===== src/rtl/i2cbs_pkg.sv =====
// i2cbs_pkg: shared types, codes and helpers of the i2c master bit sequencer
// no dependencies; used by every rtl file of the block

package i2cbs_pkg;

	localparam int BYTE_BITS  = 8;
	localparam int HP_W       = 16;
	localparam int STEP_W     = 6;
	localparam int PADDR_W    = 3;
	localparam int PDATA_W    = 32;
	localparam logic [HP_W-1:0] HP_RESET = HP_W'(5);
	localparam logic [STEP_W-1:0] STEP_BITS_END = STEP_W'(2 * BYTE_BITS);

	typedef enum logic [2:0] {
		REQ_TICK  = 3'd0,
		REQ_START = 3'd1,
		REQ_STOP  = 3'd2,
		REQ_WRITE = 3'd3,
		REQ_READ  = 3'd4,
		REQ_ACK   = 3'd5
	} req_t;

	typedef enum logic [1:0] {
		ST_OK      = 2'd0,
		ST_BAD_BUS = 2'd1,
		ST_BUSY    = 2'd2
	} status_t;

	typedef enum logic [0:0] {
		REG_HALF_PERIOD = 1'b0
	} reg_idx_t;

	typedef enum logic [0:0] {
		PIN_SCL = 1'b0,
		PIN_SDA = 1'b1
	} pin_t;

	typedef struct packed {
		logic [STEP_W-1:0]    step;
		logic [HP_W-1:0]      hcnt;
		logic [BYTE_BITS-1:0] shift;
		logic [3:0]           bitcnt;
		logic [2:0]           cmd;
		logic                 bus;
		logic [3:0]           pins;
		logic                 ack;
	} seq_t;

	localparam seq_t SEQ_RESET = '{
		step: '0, hcnt: '0, shift: '0, bitcnt: '0,
		cmd: REQ_TICK, bus: 1'b0, pins: 4'hf, ack: 1'b1
	};

	typedef struct packed {
		logic                 scl_bus0;
		logic                 sda_bus0;
		logic                 scl_bus1;
		logic                 sda_bus1;
		logic                 busy_res;
		logic                 done_res;
		logic [BYTE_BITS-1:0] read_data;
		logic                 ack_received;
		logic [1:0]           status;
	} res_t;

	// set one pin of the selected pair
	function automatic logic [3:0] drive(logic [3:0] pins, logic bus, pin_t which,
			logic level);
		logic [3:0] p;
		p = pins;
		p[{bus, which}] = level;
		return p;
	endfunction

endpackage


===== src/rtl/i2cbs_if.sv =====
// i2cbs_cmd_if and i2cbs_rsp_if: valid/ready channels of the sequencer
// depends on i2cbs_pkg for field widths

interface i2cbs_cmd_if import i2cbs_pkg::*; ();
	logic                 valid;
	logic                 ready;
	logic [2:0]           req_type;
	logic [1:0]           bus_select;
	logic [BYTE_BITS-1:0] write_data;
	logic                 ack_to_send;
	logic                 sda_sample;

	modport source (output valid, req_type, bus_select, write_data, ack_to_send,
		sda_sample, input ready);
	modport sink (input valid, req_type, bus_select, write_data, ack_to_send,
		sda_sample, output ready);
endinterface

interface i2cbs_rsp_if import i2cbs_pkg::*; ();
	logic                 valid;
	logic                 ready;
	logic                 scl_bus0;
	logic                 sda_bus0;
	logic                 scl_bus1;
	logic                 sda_bus1;
	logic                 busy_res;
	logic                 done_res;
	logic [BYTE_BITS-1:0] read_data;
	logic                 ack_received;
	logic [1:0]           status;

	modport source (output valid, scl_bus0, sda_bus0, scl_bus1, sda_bus1, busy_res,
		done_res, read_data, ack_received, status, input ready);
	modport sink (input valid, scl_bus0, sda_bus0, scl_bus1, sda_bus1, busy_res,
		done_res, read_data, ack_received, status, output ready);
endinterface


===== src/rtl/i2cbs_core.sv =====
// i2cbs_core: next-state and result logic for one item of the sequencer
// depends on i2cbs_pkg

module i2cbs_core import i2cbs_pkg::*; (
	input  seq_t                 cur,
	input  logic [HP_W-1:0]      half_period_ticks,
	input  logic [2:0]           req_type,
	input  logic [1:0]           bus_select,
	input  logic [BYTE_BITS-1:0] write_data,
	input  logic                 ack_to_send,
	input  logic                 sda_sample,
	output seq_t                 nxt,
	output res_t                 res
);

	logic [HP_W-1:0]      hlen;
	logic                 is_cmd;
	logic                 busy;
	logic                 finish;
	logic [1:0]           status;
	logic                 done;
	logic [BYTE_BITS-1:0] rdata;

	assign hlen   = (half_period_ticks == '0) ? HP_W'(1) : half_period_ticks;
	assign is_cmd = req_type inside {[REQ_START:REQ_ACK]};
	assign busy   = cur.cmd != REQ_TICK;

	always_comb begin
		nxt    = cur;
		status = ST_OK;
		done   = 1'b0;
		rdata  = '0;
		finish = 1'b0;
		if (is_cmd && busy) begin
			status = ST_BUSY;
		end else if (is_cmd && bus_select[1]) begin
			status = ST_BAD_BUS;
		end
		if (is_cmd && !busy && !bus_select[1]) begin
			nxt.cmd    = req_type;
			nxt.bus    = bus_select[0];
			nxt.step   = '0;
			nxt.hcnt   = hlen;
			nxt.bitcnt = '0;
			case (req_type)
				REQ_START: nxt.pins = drive(cur.pins, bus_select[0], PIN_SDA, 1'b1);
				REQ_STOP:  nxt.pins = drive(cur.pins, bus_select[0], PIN_SDA, 1'b0);
				REQ_WRITE: begin
					nxt.shift = write_data;
					nxt.pins  = drive(cur.pins, bus_select[0], PIN_SDA,
						write_data[BYTE_BITS-1]);
				end
				REQ_READ: begin
					nxt.shift = '0;
					nxt.pins  = drive(cur.pins, bus_select[0], PIN_SDA, 1'b1);
				end
				default:   nxt.pins = drive(cur.pins, bus_select[0], PIN_SDA, ack_to_send);
			endcase
			nxt.pins = drive(nxt.pins, bus_select[0], PIN_SCL, 1'b1);
		end else if (busy) begin
			if (cur.hcnt > HP_W'(1)) begin
				nxt.hcnt = cur.hcnt - HP_W'(1);
			end else begin
				case (cur.cmd)
					REQ_START: begin
						if (cur.step == '0) begin
							nxt.pins = drive(cur.pins, cur.bus, PIN_SDA, 1'b0);
						end else begin
							nxt.pins = drive(cur.pins, cur.bus, PIN_SCL, 1'b0);
							finish   = 1'b1;
						end
					end
					REQ_STOP: begin
						if (cur.step == '0) begin
							nxt.pins = drive(cur.pins, cur.bus, PIN_SDA, 1'b1);
						end else begin
							finish = 1'b1;
						end
					end
					REQ_ACK: begin
						if (cur.step == '0) begin
							nxt.pins = drive(cur.pins, cur.bus, PIN_SCL, 1'b0);
						end else begin
							finish = 1'b1;
						end
					end
					REQ_WRITE: begin
						if (cur.step < STEP_BITS_END) begin
							if (!cur.step[0]) begin
								nxt.pins   = drive(cur.pins, cur.bus, PIN_SCL, 1'b0);
								nxt.shift  = {cur.shift[BYTE_BITS-2:0], 1'b0};
								nxt.bitcnt = cur.bitcnt + 4'd1;
							end else if (cur.step < STEP_BITS_END - STEP_W'(1)) begin
								nxt.pins = drive(cur.pins, cur.bus, PIN_SDA,
									cur.shift[BYTE_BITS-1]);
								nxt.pins = drive(nxt.pins, cur.bus, PIN_SCL, 1'b1);
							end else begin
								nxt.pins = drive(cur.pins, cur.bus, PIN_SDA, 1'b1);
								nxt.pins = drive(nxt.pins, cur.bus, PIN_SCL, 1'b1);
							end
						end else if (cur.step == STEP_BITS_END) begin
							nxt.ack  = sda_sample;
							nxt.pins = drive(cur.pins, cur.bus, PIN_SCL, 1'b0);
						end else begin
							finish = 1'b1;
						end
					end
					REQ_READ: begin
						if (!cur.step[0]) begin
							nxt.shift  = {cur.shift[BYTE_BITS-2:0], sda_sample};
							nxt.bitcnt = cur.bitcnt + 4'd1;
							nxt.pins   = drive(cur.pins, cur.bus, PIN_SCL, 1'b0);
						end else if (cur.step < STEP_BITS_END - STEP_W'(1)) begin
							nxt.pins = drive(cur.pins, cur.bus, PIN_SCL, 1'b1);
						end else begin
							finish = 1'b1;
							rdata  = cur.shift;
						end
					end
					default: finish = 1'b1;
				endcase
				if (finish) begin
					done     = 1'b1;
					nxt.cmd  = REQ_TICK;
					nxt.step = '0;
					nxt.hcnt = '0;
				end else begin
					nxt.step = cur.step + STEP_W'(1);
					nxt.hcnt = hlen;
				end
			end
		end
	end

	always_comb begin
		res.scl_bus0     = nxt.pins[0];
		res.sda_bus0     = nxt.pins[1];
		res.scl_bus1     = nxt.pins[2];
		res.sda_bus1     = nxt.pins[3];
		res.busy_res     = nxt.cmd != REQ_TICK;
		res.done_res     = done;
		res.read_data    = rdata;
		res.ack_received = nxt.ack;
		res.status       = status;
	end

endmodule


===== src/rtl/i2c_master_bit_sequencer.sv =====
// i2c_master_bit_sequencer: top level, apb register, sequencer state, result register
// depends on i2cbs_pkg, i2cbs_if and i2cbs_core
//
// usage: each item on cmd is one tick of the bit timing, optionally carrying
// a command (start, stop, write byte, read byte, send ack) for pin pair 0 or 1.
// every accepted item yields exactly one item on rsp with the pin levels of
// both pairs, busy, done, the read byte, the last acknowledge and a status.
// half_period_ticks (apb address 0) sets items per scl half period; write it
// only while idle. a command while busy or for pair 2 or 3 is flagged in status.
// the result is registered and appears in the cycle after the item is accepted.
// throughput: one item per cycle while rsp is taken; the state update is a single pass of
// combinational logic feeding the state and result registers.
// the result register frees itself as it is taken, so cmd.ready stays high
// while rsp is taken every cycle; if rsp stalls, cmd.ready drops until the
// waiting result is taken.
// reset: all pins released high, no command active, acknowledge latch one,
// half period five, no result pending.

module i2c_master_bit_sequencer import i2cbs_pkg::*; (
	input  logic               clk,
	input  logic               arst_n,
	input  logic               psel,
	input  logic               penable,
	input  logic               pwrite,
	input  logic [PADDR_W-1:0] paddr,
	input  logic [PDATA_W-1:0] pwdata,
	output logic [PDATA_W-1:0] prdata,
	output logic               pready,
	i2cbs_cmd_if.sink          cmd,
	i2cbs_rsp_if.source        rsp
);

	logic [HP_W-1:0] hp_q;
	seq_t            seq_q;
	seq_t            seq_nxt;
	res_t            res_nxt;
	res_t            res_q;
	logic            rsp_valid_q;
	logic            take;
	logic            sel_hp;

	assign pready = 1'b1;
	assign sel_hp = paddr[PADDR_W-1] == REG_HALF_PERIOD;
	assign prdata = sel_hp ? PDATA_W'(hp_q) : '0;

	always_ff @(posedge clk or negedge arst_n) begin
		if (!arst_n) begin
			hp_q <= HP_RESET;
		end else if (psel && penable && pwrite && pready && sel_hp) begin
			hp_q <= pwdata[HP_W-1:0];
		end
	end

	i2cbs_core u_core (
		.cur               (seq_q),
		.half_period_ticks (hp_q),
		.req_type          (cmd.req_type),
		.bus_select        (cmd.bus_select),
		.write_data        (cmd.write_data),
		.ack_to_send       (cmd.ack_to_send),
		.sda_sample        (cmd.sda_sample),
		.nxt               (seq_nxt),
		.res               (res_nxt)
	);

	assign cmd.ready = !rsp_valid_q || rsp.ready;
	assign take      = cmd.valid && cmd.ready;

	always_ff @(posedge clk or negedge arst_n) begin
		if (!arst_n) begin
			seq_q       <= SEQ_RESET;
			rsp_valid_q <= 1'b0;
		end else begin
			if (take) begin
				seq_q <= seq_nxt;
			end
			if (take) begin
				rsp_valid_q <= 1'b1;
			end else if (rsp.ready) begin
				rsp_valid_q <= 1'b0;
			end
		end
	end

	always_ff @(posedge clk) begin
		if (take) begin
			res_q <= res_nxt;
		end
	end

	assign rsp.valid        = rsp_valid_q;
	assign rsp.scl_bus0     = res_q.scl_bus0;
	assign rsp.sda_bus0     = res_q.sda_bus0;
	assign rsp.scl_bus1     = res_q.scl_bus1;
	assign rsp.sda_bus1     = res_q.sda_bus1;
	assign rsp.busy_res     = res_q.busy_res;
	assign rsp.done_res     = res_q.done_res;
	assign rsp.read_data    = res_q.read_data;
	assign rsp.ack_received = res_q.ack_received;
	assign rsp.status       = res_q.status;

endmodule


===== src/flat_wrapper.sv =====
// flat-port wrapper written by rule: the top's interface ports become plain ports
module i2c_master_bit_sequencer_flat import i2cbs_pkg::*;
  (clk, arst_n, psel, penable, pwrite, paddr, pwdata, prdata, pready, cmd_valid, cmd_req_type, cmd_bus_select, cmd_write_data, cmd_ack_to_send, cmd_sda_sample, cmd_ready, rsp_valid, rsp_scl_bus0, rsp_sda_bus0, rsp_scl_bus1, rsp_sda_bus1, rsp_busy_res, rsp_done_res, rsp_read_data, rsp_ack_received, rsp_status, rsp_ready);
  i2cbs_cmd_if cmd_i ();
  i2cbs_rsp_if rsp_i ();
  input  logic clk;
  input  logic arst_n;
  input  logic psel;
  input  logic penable;
  input  logic pwrite;
  input  logic [PADDR_W-1:0] paddr;
  input  logic [PDATA_W-1:0] pwdata;
  output logic [PDATA_W-1:0] prdata;
  output logic pready;
  input wire logic [$bits(cmd_i.valid)-1:0] cmd_valid;
  input wire logic [$bits(cmd_i.req_type)-1:0] cmd_req_type;
  input wire logic [$bits(cmd_i.bus_select)-1:0] cmd_bus_select;
  input wire logic [$bits(cmd_i.write_data)-1:0] cmd_write_data;
  input wire logic [$bits(cmd_i.ack_to_send)-1:0] cmd_ack_to_send;
  input wire logic [$bits(cmd_i.sda_sample)-1:0] cmd_sda_sample;
  output wire logic [$bits(cmd_i.ready)-1:0] cmd_ready;
  output wire logic [$bits(rsp_i.valid)-1:0] rsp_valid;
  output wire logic [$bits(rsp_i.scl_bus0)-1:0] rsp_scl_bus0;
  output wire logic [$bits(rsp_i.sda_bus0)-1:0] rsp_sda_bus0;
  output wire logic [$bits(rsp_i.scl_bus1)-1:0] rsp_scl_bus1;
  output wire logic [$bits(rsp_i.sda_bus1)-1:0] rsp_sda_bus1;
  output wire logic [$bits(rsp_i.busy_res)-1:0] rsp_busy_res;
  output wire logic [$bits(rsp_i.done_res)-1:0] rsp_done_res;
  output wire logic [$bits(rsp_i.read_data)-1:0] rsp_read_data;
  output wire logic [$bits(rsp_i.ack_received)-1:0] rsp_ack_received;
  output wire logic [$bits(rsp_i.status)-1:0] rsp_status;
  input wire logic [$bits(rsp_i.ready)-1:0] rsp_ready;
  assign cmd_i.valid = cmd_valid;
  assign cmd_i.req_type = cmd_req_type;
  assign cmd_i.bus_select = cmd_bus_select;
  assign cmd_i.write_data = cmd_write_data;
  assign cmd_i.ack_to_send = cmd_ack_to_send;
  assign cmd_i.sda_sample = cmd_sda_sample;
  assign cmd_ready = cmd_i.ready;
  assign rsp_valid = rsp_i.valid;
  assign rsp_scl_bus0 = rsp_i.scl_bus0;
  assign rsp_sda_bus0 = rsp_i.sda_bus0;
  assign rsp_scl_bus1 = rsp_i.scl_bus1;
  assign rsp_sda_bus1 = rsp_i.sda_bus1;
  assign rsp_busy_res = rsp_i.busy_res;
  assign rsp_done_res = rsp_i.done_res;
  assign rsp_read_data = rsp_i.read_data;
  assign rsp_ack_received = rsp_i.ack_received;
  assign rsp_status = rsp_i.status;
  assign rsp_i.ready = rsp_ready;
  i2c_master_bit_sequencer u_core (.clk(clk), .arst_n(arst_n), .psel(psel), .penable(penable), .pwrite(pwrite), .paddr(paddr), .pwdata(pwdata), .prdata(prdata), .pready(pready), .cmd(cmd_i), .rsp(rsp_i));
endmodule

===== config.mk =====
export PLATFORM = sky130hd
export DESIGN_NAME = i2c_master_bit_sequencer_flat
export DESIGN_NICKNAME = d
export VERILOG_FILES = /design/src/rtl/i2cbs_pkg.sv /design/src/rtl/i2cbs_if.sv /design/src/rtl/i2cbs_core.sv /design/src/rtl/i2c_master_bit_sequencer.sv /design/src/flat_wrapper.sv
export SDC_FILE = /design/constraint.sdc
export NUM_CORES = 1
export LEC_CHECK = 0
export ABC_AREA = 1
export BUFFER_PORTS_ARGS = -buffer_cell sky130_fd_sc_hd__buf_2
export CELL_PAD_IN_SITES_DETAIL_PLACEMENT = 0
export CELL_PAD_IN_SITES_GLOBAL_PLACEMENT = 1
export CORE_AREA = 2 2 114 116
export DETAILED_ROUTE_END_ITERATION = 12
export DIE_AREA = 0 0 116 118
export GPL_TIMING_DRIVEN = 0
export PLACE_DENSITY_LB_ADDON = 0.1
export SETUP_SLACK_MARGIN = 0.05
export SKIP_CTS_REPAIR_TIMING = 1
export SLEW_MARGIN = 30
export SYNTH_ARGS = -nofsm -noshare
export SYNTH_HDL_FRONTEND = slang
export SYNTH_SLANG_ARGS = --single-unit

===== constraint.sdc =====
create_clock -name clk -period 2.6 [get_ports clk]
set_input_delay 0.52 -clock clk [delete_from_list [all_inputs] [get_ports clk]]
set_output_delay 0.52 -clock clk [all_outputs]
set_load 0.02 [all_outputs]

-- Word-level counts from Yosys, hierarchy flattened
Cells that the tools add are included.
W data, S select, Z words.
- register bits after elaboration: 77
- logic and storage cells: 155
- $add $sub $neg: 3
- $lt $le $gt $ge: 13
- equality and inequality tests: 15
- muxes and demuxes: 56
- bitwise logic cells: 16
- reduce and logical (&&, ||, !) cells: 33
- operator list (operator ; count):
    $mux W37 ; 2
    $mux W16 ; 3
    $mux W4 ; 10
    $mux W12 ; 3
    $pmux W12 S2 ; 1
    $mux W22 ; 1
    $pmux W4 S5 ; 1
    $mux W1 ; 19
    $gt A16 B1 Y1 const B ; 1
    $logic_not A16 Y1 ; 1
    $or A4 B3 Y4 ; 4
    $pmux W8 S2 ; 1
    $sub A16 B1 Y16 const B ; 1
    $mux W15 ; 1
    $mux W5 ; 3
    $logic_and A1 B1 Y1 ; 13
    $and A4 B4 Y4 ; 3
    $bwmux W4 ; 3
    $eq A3 B2 Y1 const B ; 4
    $lt A2 B3 Y1 const B ; 4
    $pmux W4 S3 ; 1
    $eq A3 B3 Y1 const B ; 3
    $ne A3 B3 Y1 const B ; 3
    $reduce_bool A3 Y1 ; 3
    30 further kinds ; 47

-- Longest topological paths before layout
- depth in word-level cells: 13
- depth in mapped cells: 14

-- Modules after synthesis
From an unflattened synthesis, not the netlist that was laid out.
- cells, all modules: 809
- area, all modules: 5610.4 µm²
- by module, submodules not included (module ; instances ; cells an instance ; area each (µm²)):
    i2c_master_bit_sequencer ; 1 ; 333 ; 3195.6
    i2cbs_core ; 1 ; 476 ; 2414.8

-- Worst setup path before layout
No wires, ideal clock.
- path kind: input-to-reg
- start: in rsp_ready
- end: reg u_core.seq_q[20] in the netlist's numbering
- library setup time: 0.120 ns
- arrival: 2.031 ns
- data required time: 2.480 ns
- slack: 0.449 ns
- stages on the path: 12
- cells stage by stage: inv_1 -> nand2_1 -> nand2_1 -> inv_2 -> nand2_1 -> nor2_2 -> inv_2 -> nand2_2 -> nand3_2 -> buf_6 -> nor2_2 -> a21oi_2
- cells in the longest elaborated chain, start to end: 3
- ends and longest elaborated chain (what ; RTL line ; text):
    start: declaration ; flat_wrapper.sv:32 ; input wire logic [$bits(rsp_i.ready)-1:0] rsp_ready;
    $logic_or A1 B1 Y1 ; i2c_master_bit_sequencer.sv:66 ; assign cmd.ready = !rsp_valid_q || rsp.ready;
    named net cmd_ready ; flat_wrapper.sv:21 ; output wire logic [$bits(cmd_i.ready)-1:0] cmd_ready;
    $logic_and A1 B1 Y1 ; i2c_master_bit_sequencer.sv:67 ; assign take = cmd.valid && cmd.ready;
    named net u_core.take ; i2c_master_bit_sequencer.sv:39 ; logic take;
    $reduce_and A8 Y1 (no line) ; - ;
    end signal: assignment ; i2c_master_bit_sequencer.sv:75 ; seq_q <= seq_nxt;
    end: declaration ; i2c_master_bit_sequencer.sv:34 ; seq_t seq_q;
The timed path passes the listed nets, and every way through them passes these cells.
A chain may end at the register's enable or synchronous reset.

==> out/qor.txt <==
Finished Cell Area - 5620 um2
most common cell after layout, fill and taps aside - nand2_1
worst skew pair latency - 0.34 ns
die width - 116 um
ys async rst share - 76.7%
status - complete, no violations
relative slew slack - 49.5%
nets - 805
grt ovf - 0
P_leak - 2.84 nW
post-synth cell types - 44
die area - 13700 um2
Warnings, synthesis - 0
GPL Wtd Cong - 0.854
Slew Limit Fails - 0
Core Box Area - 12400 um2
CP Launch Point - u_core.seq_q[37]
clock-pin slew on the worst setup and hold paths - 0.06 ns
Final setup violation count - 0
RR Endpoint - u_core.rsp.busy_res
vias in the first global route - 4239
CP Capture Type - flip-flop
M1 WL - 5570 um
Peak supply drop - 357 uV
R2R depth - 8
initial DRC count - 199
cells after synthesis - 646
worst endpoint required time - 2.66 ns
Most used DFF post-synth - dfrtp_1
clk buf depth - 2
Worst Setup Path Type - reg2reg
final hold vios - 0
Post-DRT Antenna Nets - 0
Ports - 109
count of max-cap constraint violations - 0
Final Core Density - 45.3%
H-tree Lvls - 3
Synth Area per Inst - 7.31 um2
Initial Util - 38.0%
Cell Area, Placed - 5360 um2
Area Growth Syn to Fin - 19.0%
worst min path class - in2async
r2r startpoint - u_core.seq_q[37]
Worst setup SP type - flip-flop
I/O Buffers - 72
Fin Hold WS - 0.248 ns
first-pass GRT wire length - 21100 um
clk_skew - 0.00635 ns
initial antenna violation count - 0
most frequent cells in the layout - nand2_1, nor2_1, buf_2
flops & latches, synth - 73
RSZ-0062 raised after global routing - no
P per Cell Area - 948 nW/um2
number of flops mapped to enable cells by yosys - 17
post-synthesis sequential area ratio - 40.7%
TNS Setup - 0 ns
crit path time final - 2.27 ns
clk sink count - 73
share of layout cells above drive strength 1 - 21.4%
f_max - 440 MHz
row cnt - 41
Cell Area, Synth - 4720 um2
Root Driver - clkbuf_16
WL/cell - 13.8 um
die span in y - 118 um
R2R Setup Slk - 0.33 ns
largest net degree at the start of global routing - 57
Post-DP HPWL - 9580 um
Crit Path Max Fanout - 9
slew of the pin with the lowest slew margin - 0.757 ns
Arr. time, crit path - 2.33 ns
Period Utilization, post-route - 87.4%
DR pass1 iterations - 5
Avg Vias per Cell - 4.73
Num CTS Buffers - 9
Residual DRC - 0
routed via count - 4355
antenna cells - 0
uppermost layer routed - met4
Post-Route WL - 12800 um
Tot GR Track Use - 20.0%
Routed met2 length - 6390 um
wire length on met3 - 457 um
TritonCTS clock tree - built
-- cells by family (layout without fill, tap and decap cells) --
group / count (synthesis) / in the layout / share of synthesized area, %
and+or+nand+nor: 341 / 341 / 32.1
buffers and inverters: 112 / 200 / 11.2
AOI/OAI and AO/OA: 103 / 103 / 12.8
DFF: 73 / 73 / 40.7
xor gates and xnor gates: 11 / 11 / 2.04
adders and majority gates: 4 / 4 / 1.06
other: 2 / 17 / 0.159
-- per-stage QoR --
stage | worst slack [ns] | total power [mW] | cells
2_1_floorplan | 0.449 | 3.58 | 661
3_3_place_gp | 0.131 | 4.20 | 905
3_5_place_dp | 0.0766 | 4.22 | 905
4_1_cts | 0.296 | 5.38 | 921
5_1_grt | 0.0735 | 5.82 | 921
6_report | 0.329 | 5.33 | 921
-- critical path, cell delays in order, from the launching register on --
cell      delay, ns
dfrtp_1        0.49
ha_1           0.23
nand3_1        0.16
nand2_1        0.15
nand3_4        0.15
nand4_2        0.25
nand2_2        0.12
a21boi_0       0.26
nand3b_1       0.17
-- flip-flops by register name, summed over array words and instances (netlist names) --
register	count
u_core.rsp.valid	1
u_core.rsp.status	2
u_core.rsp.done_res	1
u_core.rsp.sda_bus0	1
u_core.rsp.scl_bus0	1
u_core.rsp.scl_bus1	1
u_core.hp_q	16
u_core.rsp.read_data	8
u_core.rsp.sda_bus1	1
u_core.rsp.busy_res	1
u_core.rsp.ack_received	1
u_core.seq_q	39
-- final cells by class --
class / count / area [um2]
buffer: 36 / 236
clock buffer: 12 / 246
clock inverter: 4 / 18.8
fill: 1341 / 6790
inverter: 76 / 293
multi-input combinational: 476 / 2330
sequential: 73 / 1920
tap: 172 / 215
timing repair buffer: 72 / 363
-- synthesized netlist by cell type (3+ instances only) --
library cell	count	area [um2]
a21oi_1	45	225
a21oi_2	9	78.8
buf_2	5	25.0
buf_4	17	128
buf_6	4	45.0
clkbuf_1	8	30.0
dfrtp_1	49	1230
dfstp_2	7	184
edfxtp_1	17	510
ha_1	4	50.1
inv_1	68	255
inv_2	6	22.5
nand2_1	172	646
nand2_2	5	31.3
nand2_4	3	33.8
nand3_1	44	220
nand4_1	8	50.1
nor2_1	80	300
nor2_2	5	31.3
nor2_4	3	33.8
nor3_1	9	45.0
nor4_1	3	18.8
o211ai_1	3	22.5
o21ai_0	27	135
o31ai_1	13	97.6
xnor2_1	4	35.0
xor2_1	7	61.3
-- metal layers --
metal	track usage (%)	vias up
met2	34.4	91
met3	3.45	17
met4	8.04	0
met1	24.4	1987
li1	-	2260
met5	0	-
-- how the worst max path moves through the flow --
stage	to	depth (start not counted)
after floorplan	u_core.seq_q[20]	12
after global placement	u_core.seq_q[20]	13
after detailed placement	u_core.seq_q[20]	13
after CTS	u_core.seq_q[20]	11
after global routing	u_core.seq_q[20]	11
final	u_core.rsp.busy_res	8
-- power breakdown --
group	switching [mW]	internal (mW)
registers	0.241	1.53
clock network	0.472	0.664
logic	1.62	0.814
total	2.33	3.00
Power figures use the tool's default switching activity.
